===== src/rtl/dnf_pkg.sv =====
// ---------------------------------------------------------------------------
// dnf_pkg
// Shared types for the distinct nonzero filter: item payloads and the
// command/status bundles between controller and datapath.
// ---------------------------------------------------------------------------
package dnf_pkg;

    localparam int VALUE_W = 32;
    localparam int POS_W   = 6;

    typedef struct packed {
        logic signed [VALUE_W-1:0] value;
        logic                      last;
    } t_in_item;

    typedef struct packed {
        logic                      kept;
        logic signed [VALUE_W-1:0] value_out;
        logic [POS_W-1:0]          position;
        logic                      last_out;
        logic                      overflow;
    } t_out_item;

    typedef struct packed {
        logic load;    // capture the input transaction, restart the scan
        logic issue;   // scan step: read the next table entry
        logic commit;  // decide, update table and count, load the output
    } t_dp_cmd;

    typedef struct packed {
        logic hit;        // value matched a stored entry
        logic scan_done;  // all entries below the count compared, or none for a zero value
        logic out_free;   // output register can take a result
    } t_dp_status;

endpackage


===== src/rtl/dnf_ctrl.sv =====
// ---------------------------------------------------------------------------
// dnf_ctrl
// Controller: accepts one transaction, steps the table scan until a match
// or the end of the valid entries, then commits the result.
// ---------------------------------------------------------------------------
module dnf_ctrl
    import dnf_pkg::*;
(
    input  logic       i_clk,
    input  logic       i_rst_n,
    input  logic       i_in_valid,
    output logic       o_in_ready,
    input  t_dp_status i_sts,
    output t_dp_cmd    o_cmd
);

    typedef enum logic [2:0] {
        S_IDLE  = 3'b001,
        S_SCAN  = 3'b010,
        S_WRITE = 3'b100
    } t_state;

    t_state r_state;
    t_state n_state;

    always_comb begin
        n_state    = r_state;
        o_cmd      = '0;
        o_in_ready = 1'b0;
        unique case (r_state)
            S_IDLE: begin
                o_in_ready = 1'b1;
                if (i_in_valid) begin
                    o_cmd.load = 1'b1;
                    n_state    = S_SCAN;
                end
            end
            S_SCAN: begin
                if (i_sts.hit || i_sts.scan_done) begin
                    n_state = S_WRITE;
                end else begin
                    o_cmd.issue = 1'b1;
                end
            end
            S_WRITE: begin
                if (i_sts.out_free) begin
                    o_cmd.commit = 1'b1;
                    n_state      = S_IDLE;
                end
            end
            default: begin
                n_state = S_IDLE;
            end
        endcase
    end

    always_ff @(posedge i_clk) begin
        if (!i_rst_n) begin
            r_state <= S_IDLE;
        end else begin
            r_state <= n_state;
        end
    end

endmodule


===== src/rtl/dnf_dpath.sv =====
// ---------------------------------------------------------------------------
// dnf_dpath
// Datapath: value table memory, distinct count, scan index with registered
// read and compare, and the output register.
// ---------------------------------------------------------------------------
module dnf_dpath
    import dnf_pkg::*;
#(
    parameter int CAPACITY = 64
) (
    input  logic       i_clk,
    input  logic       i_rst_n,
    input  t_dp_cmd    i_cmd,
    output t_dp_status o_sts,
    input  t_in_item   i_in_item,
    output logic       o_out_valid,
    input  logic       i_out_ready,
    output t_out_item  o_out_item
);

    localparam int AW = (CAPACITY > 1) ? $clog2(CAPACITY) : 1;
    localparam int CW = $clog2(CAPACITY + 1);

    logic [VALUE_W-1:0] r_mem [CAPACITY];

    t_in_item           r_item;
    logic [CW-1:0]      r_count;
    logic [CW-1:0]      n_count;
    logic [CW-1:0]      r_idx;
    logic               r_rd_pend;
    logic [VALUE_W-1:0] r_rd_data;
    logic               r_hit;
    logic               r_out_valid;
    t_out_item          r_out_item;
    t_out_item          n_out_item;

    logic [CW-1:0] w_limit;
    logic          w_more;
    logic          w_issue;
    logic          w_new;
    logic          w_room;
    logic          w_store;

    // zero never searches and never stores
    assign w_limit = (r_item.value == '0) ? '0 : r_count;
    assign w_more  = r_idx < w_limit;
    assign w_issue = i_cmd.issue && w_more && !r_hit;
    assign w_new   = (r_item.value != '0) && !r_hit;
    assign w_room  = r_count < CW'(CAPACITY);
    assign w_store = i_cmd.commit && w_new && w_room;

    assign o_sts.hit       = r_hit;
    assign o_sts.scan_done = !w_more && !r_rd_pend;
    assign o_sts.out_free  = !r_out_valid || i_out_ready;

    always_comb begin
        n_out_item           = '0;
        n_out_item.value_out = r_item.value;
        n_out_item.last_out  = r_item.last;
        n_count              = r_count;
        if (w_new && w_room) begin
            n_out_item.kept     = 1'b1;
            n_out_item.position = POS_W'(r_count);
            n_count             = r_count + CW'(1);
        end else if (w_new) begin
            n_out_item.overflow = 1'b1;
        end
        if (r_item.last) begin
            n_count = '0;
        end
    end

    // table memory: a write at commit for a new value with room, one registered read per scan step
    always_ff @(posedge i_clk) begin
        if (w_store) begin
            r_mem[r_count[AW-1:0]] <= $unsigned(r_item.value);
        end
        if (w_issue) begin
            r_rd_data <= r_mem[r_idx[AW-1:0]];
        end
    end

    always_ff @(posedge i_clk) begin
        if (i_cmd.load) begin
            r_item <= i_in_item;
        end
        if (i_cmd.commit) begin
            r_out_item <= n_out_item;
        end
    end

    always_ff @(posedge i_clk) begin
        if (!i_rst_n) begin
            r_count     <= '0;
            r_idx       <= '0;
            r_rd_pend   <= 1'b0;
            r_hit       <= 1'b0;
            r_out_valid <= 1'b0;
        end else begin
            r_rd_pend <= w_issue;
            if (i_cmd.load) begin
                r_idx <= '0;
                r_hit <= 1'b0;
            end else begin
                if (w_issue) begin
                    r_idx <= r_idx + CW'(1);
                end
                if (r_rd_pend && (r_rd_data == $unsigned(r_item.value))) begin
                    r_hit <= 1'b1;
                end
            end
            if (i_cmd.commit) begin
                r_count <= n_count;
            end
            if (i_cmd.commit) begin
                r_out_valid <= 1'b1;
            end else if (i_out_ready) begin
                r_out_valid <= 1'b0;
            end
        end
    end

    assign o_out_valid = r_out_valid;
    assign o_out_item  = r_out_item;

endmodule


===== src/rtl/distinct_nonzero_filter.sv =====
// ---------------------------------------------------------------------------
// distinct_nonzero_filter
// Flags zeros and repeats in a set of signed integers as not kept, stores
// each new value in a table while room lasts, reports its position; last ends the set.
// ---------------------------------------------------------------------------
//  channel  direction  handshake                 payload
//  in       input      i_in_valid / o_in_ready   i_in_item  (t_in_item)
//  out      output     o_out_valid / i_out_ready o_out_item (t_out_item)
//
//  one transaction is handled at a time, from accept through the scan to the
//  commit; nothing is compared for a zero value or an empty table, and the
//  scan stops early on a match: the table is one memory with one read port,
//  compared one entry per cycle through a registered read
//  synchronous active-low reset clears count and control; the table is not
//  cleared, only entries below the count are ever read
//  a stalled output holds the result in the output register; the next
//  transaction is accepted and scanned meanwhile
// ---------------------------------------------------------------------------
module distinct_nonzero_filter
    import dnf_pkg::*;
#(
    parameter int CAPACITY = 64
) (
    input  logic      i_clk,
    input  logic      i_rst_n,
    input  logic      i_in_valid,
    output logic      o_in_ready,
    input  t_in_item  i_in_item,
    output logic      o_out_valid,
    input  logic      i_out_ready,
    output t_out_item o_out_item
);

    t_dp_cmd    s_cmd;
    t_dp_status s_sts;

    dnf_ctrl u_ctrl (
        .i_clk      (i_clk),
        .i_rst_n    (i_rst_n),
        .i_in_valid (i_in_valid),
        .o_in_ready (o_in_ready),
        .i_sts      (s_sts),
        .o_cmd      (s_cmd)
    );

    dnf_dpath #(
        .CAPACITY (CAPACITY)
    ) u_dpath (
        .i_clk       (i_clk),
        .i_rst_n     (i_rst_n),
        .i_cmd       (s_cmd),
        .o_sts       (s_sts),
        .i_in_item   (i_in_item),
        .o_out_valid (o_out_valid),
        .i_out_ready (i_out_ready),
        .o_out_item  (o_out_item)
    );

    // an accepted transaction keeps the input closed while it is scanned
    a_busy_after_accept: assert property (@(posedge i_clk) disable iff (!i_rst_n)
        (i_in_valid && o_in_ready) |=> !o_in_ready)
        else $error("input ready right after an accepted transaction");

    // a result is committed only once the scan has finished
    a_commit_after_scan: assert property (@(posedge i_clk) disable iff (!i_rst_n)
        s_cmd.commit |-> (s_sts.hit || s_sts.scan_done))
        else $error("commit before the table scan finished");

    // a commit always presents a result next cycle
    a_commit_shows: assert property (@(posedge i_clk) disable iff (!i_rst_n)
        s_cmd.commit |=> o_out_valid)
        else $error("commit did not load the output register");

    // a kept value cannot also report overflow
    a_kept_no_ovf: assert property (@(posedge i_clk) disable iff (!i_rst_n)
        o_out_valid |-> !(o_out_item.kept && o_out_item.overflow))
        else $error("result both kept and overflowed");

endmodule


===== config.mk =====
export PLATFORM = sky130hd
export DESIGN_NAME = distinct_nonzero_filter
export DESIGN_NICKNAME = d
export VERILOG_FILES = /design/src/rtl/dnf_pkg.sv /design/src/rtl/dnf_ctrl.sv /design/src/rtl/dnf_dpath.sv /design/src/rtl/distinct_nonzero_filter.sv
export SDC_FILE = /design/constraint.sdc
export NUM_CORES = 2
export LEC_CHECK = 0
export BUFFER_PORTS_ARGS = -buffer_cell sky130_fd_sc_hd__buf_2
export CORE_UTILIZATION = 25
export DETAILED_ROUTE_END_ITERATION = 10
export MAX_ROUTING_LAYER = met4
export REMOVE_ABC_BUFFERS = 1
export SKIP_CTS_REPAIR_TIMING = 1
export SLEW_MARGIN = 15
export SYNTH_ARGS = -nofsm -noshare
export SYNTH_HDL_FRONTEND = slang
export SYNTH_HIERARCHICAL = 1
export SYNTH_SLANG_ARGS = --single-unit

===== constraint.sdc =====
create_clock -name i_clk -period 11.9 [get_ports i_clk]
set_clock_uncertainty 0.1 [all_clocks]
set_input_delay 1.19 -clock i_clk [delete_from_list [all_inputs] [get_ports i_clk]]
set_output_delay 1.19 -clock i_clk [all_outputs]
set_load 0.01 [all_outputs]

[After elaboration in Yosys (flattened, before gate mapping)]
Memory sizes are Yosys's and may differ from the RTL's. A register that Yosys moved wholly into a read port is not among the register bits.
Cells that the tools add are included.
Cells by class
  eq/ne operators: 7
  magnitude comparators: 2
  bitwise gates (word level): 1
  mux-type cells: 20
  reduce and logical (&&, ||, !) cells: 21
  $add $sub $neg: 2
Operator list (number)
  equality test 32 bit: 1
  logical NOT 32 bit: 1
  nonzero test 32 bit: 1
  2-to-1 mux 7 bit: 3
  adder 7 x 1 -> 7 bit (second input constant): 2
  2-to-1 mux 1 bit: 13
  2-to-1 mux 3 bit: 3
  case mux 3 bit (3 select lines): 1
  logical AND 1 bit: 8
  less-than comparator 7 bit: 1
  less-than comparator 7 bit (second input constant): 1
  logical NOT 1 bit: 4
  inequality test 2 bit (second input constant): 2
  nonzero test 2 bit: 2
  equality test 3 x 1 -> 1 bit (second input constant): 1
  equality test 3 x 2 -> 1 bit (second input constant): 1
  equality test 3 bit (second input constant): 1
  AND reduction 3 bit: 1
  logical OR 1 bit: 2
  inequality test 2 x 1 -> 1 bit (second input constant): 1
  AND reduction 2 bit: 1
  OR reduction 2 bit: 1
  inverter 1 bit: 1
Word-level totals
  output and inout bits: 43
  memories kept: 1
  bits in writable memories: 2048
  input port bits: 37
  bits in registers: 94
Memories
  u_dpath.r_mem: depth 64, bits a word 32, rd ports 1, clocked after memory_dff 1, wr ports 1, RTL line dnf_dpath.sv:24  | logic [VALUE_W-1:0] r_mem [CAPACITY];

[Logic depth before layout (Yosys ltp)]
  word-level depth: 10
  depth in mapped cells: 19

[Modules after synthesis]
The synthesis kept the hierarchy.
By module, submodules not included
  dnf_dpath: instances 1, area an instance 82889.5 µm², cells each 3807, sequential area each 65022.4 µm²
  dnf_ctrl: instances 1, area an instance 171.4 µm², cells each 19, sequential area each 60.1 µm²

[Least setup slack after synthesis]
OpenSTA, ideal clock, no wires.
  kind: input to register
  start point: input port i_out_ready
  end point: memory u_dpath.r_mem[56][0] (enable)
  stages: 5
  arrival time: 8.485 ns
  path slack: 2.894 ns
  required time: 11.379 ns
  cells stage by stage: nand2b_1 nor4b_1 and4_1 o211ai_1 nor2_1
RTL lines
  from (decl): RTL line distinct_nonzero_filter.sv:30  | input logic i_out_ready,
  to (decl): RTL line dnf_dpath.sv:24

==> results.yml <==
yosys:
  synth.avg_cell_area_um2: 21.7
  synth_top_family_by_area: "multiplexers"
  synth_compound_area_share_pct: 3.08
  synthFlopType: "edfxtp_1"
  synthTopCellsByCount: "2,154 x edfxtp_1, 401 x mux4_2, 298 x mux2i_1"
  ys_ff_latch: 2174
  yosysTopAreaCell: "edfxtp_1"
  synthAdderAreaFrac_pct: 0.121
  yosys.area_share.simple_pct: 1.96
  synth_warnings: 6
  synth_edf_count: 2154
  synth_xor_area_share_pct: 0.348
  yosys.area.top_type_share_pct: 77.9
  syn_area_um2: 83100
  synthArstFlopShare_pct: 0
  synthCells: 3826
  synth.distinct_cells: 67
  synth_mux_area_share_pct: 14.6
  synth.most_common_cell: "edfxtp_1"
  synth-seq-area-share_pct: 78.4
  synth_area_leaders: "edfxtp_1 78%, mux4_2 11%, mux2i_1 3.6%"
floorplan:
  fp.dieArea_um2: 335000
  initial_utilization_pct: 25.1
  coreArea_um2: 331000
  die_h_um: 578
  die_w_um: 578
  fp-row-count: 211
  io_pins: 80
cells_and_area:
  nNetsFinal: 4119
  stdcell_count: 8638
  final_area_um2: 96600
  drive_gt1_share_pct: 24.9
  syn_to_final_growth_pct: 16.4
cts:
  cts_root_buffer: "clkbuf_16"
  cts_made_buffers: 216
  cts_sinks: 2174
  cts.htree.levels: 4
  worstSkewPairLatency_ns: 0.87
  cts_tree: "yes"
  clk_pin_slew_ns: 0.06
  clk_path_buf_depth: 3
routing:
  wire_per_inst_um: 26.6
  first_pass_iters: 5
  drtIter0Drc: 5184
  ant_nets: 0
  wirelength_um: 230000
  vias_per_cell: 4.75
  dr_total_vias: 41000
  drc: 0
global_routing:
  grt_antenna_before_repair: 14
  grt_max_degree: 109
  grt_overflow: 0
  first_global_vias: 40400
  grt_pass1_wl_um: 319000
  grtUsageTotal_pct: 13.8
power:
  vdd_ir_drop_max_mv: 0.135
  powerDensity_nw_per_um2: 157
  power_leakage_nw: 28.0
placed_design:
  gp_congestion: 0.913
  dpl_cell_area_um2: 89600
  dp_hpwl_um: 132000
  portBuffers: 79
  dp.cells: 8212
timing:
  post-route-min-period_ns: 6.04
  tightest_slew_ns: 1.29
  setup_viol: 0
  final_hold_viol_count: 0
  final_max_slew_viol_count: 0
  period_share_pct: 50.8
  slew-limit-headroom_pct: 13.4
  fmax_mhz: 165
  rsz0062_at_grt: "no"
worst_setup_path:
  end_kind: "register"
  critPathKind: "register to register"
  critPathMaxFanout: 67
  start_kind: "register"
  cp.required_ns: 12.27
  cp_data_arrival_time_ns: 6.41
run:
  cap_violations: 0
hold_path:
  hold_class: "register to register"
status:
  status: "completed"
critical path: stages, from the launching register on:
cell	delay, ns
edfxtp_1	0.35
buf_4	0.35
nor4_1	0.42
nand4_1	0.51
or2_2	0.64
nand2_1	0.12
ha_1	0.27
a2111oi_4	0.40
o211ai_2	0.30
nand2_1	0.15
nor2_1	0.05
or3b_1	0.42
nor3_1	0.23
nand2b_1	0.30
a21oi_4	0.97
sequential cells by signal (all words and copies together), names as in the netlist:
signal / count
u_dpath/r_count: 7
u_dpath/n_out_item: 33
u_dpath/o_out_valid: 1
u_dpath/r_hit: 1
u_dpath/r_rd_pend: 1
u_dpath/r_idx: 7
u_ctrl/r_state: 3
u_dpath/r_mem: 2048
u_dpath/r_rd_data: 32
u_dpath/o_out_item: 41
final timing paths:
kind                                from                   end  slack (ns)  depth (start not counted)
setup / recovery  u_dpath/n_out_item[15]  u_dpath/r_rd_data[0]        5.86                         14
hold / removal          u_dpath/r_idx[6]      u_dpath/r_idx[6]        0.40                          2
hold reg to reg         u_dpath/r_idx[6]      u_dpath/r_idx[6]        0.40                          2
setup reg to reg  u_dpath/n_out_item[15]  u_dpath/r_rd_data[0]        5.86                         14
report_power, final:
group / total, W / switching (W) / internal [W]
clock network: 0.00650 / 0.00290 / 0.00360
registers: 0.00846 / 0.00000529 / 0.00845
logic: 0.000239 / 0.000217 / 0.0000214
kinds of logic (layout without fill, tap and decap cells):
kind of cell | Yosys count | after routing
flip-flops | 2174 | 2174
XOR/XNOR | 33 | 33
other | 0 | 9
buffers and inverters | 223 | 660
AO/OA/AOI/OAI | 354 | 354
multiplexers | 711 | 711
AND/OR/NAND/NOR | 323 | 323
adder cells (fa/ha/maj) | 8 | 8
cell type report:
type                            instances  area (um^2)
Fill cell                           32100       234000
Antenna cell                            9         22.5
Tap cell                             4366         5460
Clock inverter                        135         1130
Inverter                                8         30.0
Timing Repair Buffer                  245         1910
Clock buffer                          272         5630
Multi-Input combinational cell       1429        17400
Sequential cell                      2174        65100
stage by stage:
step	setup TNS (ns)	worst slack [ns]	power, W	hold slack, ns	utilization (%)
global placement	0	6.19	0.00885	0.370	27.1
CTS	0	6.06	0.0153	0.359	29.2
floorplan	-653.47	-9.56	0.00871	0.347	-
finish	0	5.86	0.0152	0.397	29.2
detailed placement	0	6.07	0.00886	0.384	27.1
global route	0	5.65	0.0156	0.374	29.2
per-layer routing:
| layer | GRT usage [%] | wire length [um] | part of all wire (%) |
|---|---|---|---|
| met1 | 17.4 | 90900 | 40 |
| met2 | 22.2 | 112000 | 49 |
| met3 | 3.27 | 20200 | 8.8 |
| met5 | - | 0 | 0 |
| met4 | 3.91 | 6370 | 2.8 |
layout by cell type (no fill, tap or decap), types with 48 or more instances in the layout:
cell,instances
buf_2,79
buf_4,147
clkbuf_1,55
clkbuf_16,216
clkinv_1,55
clkinv_2,48
edfxtp_1,2154
mux2i_1,298
mux4_2,401
nor2_1,52
nor2_4,65
o22ai_1,124
Note: power is estimated with default switching activity, not from simulation.
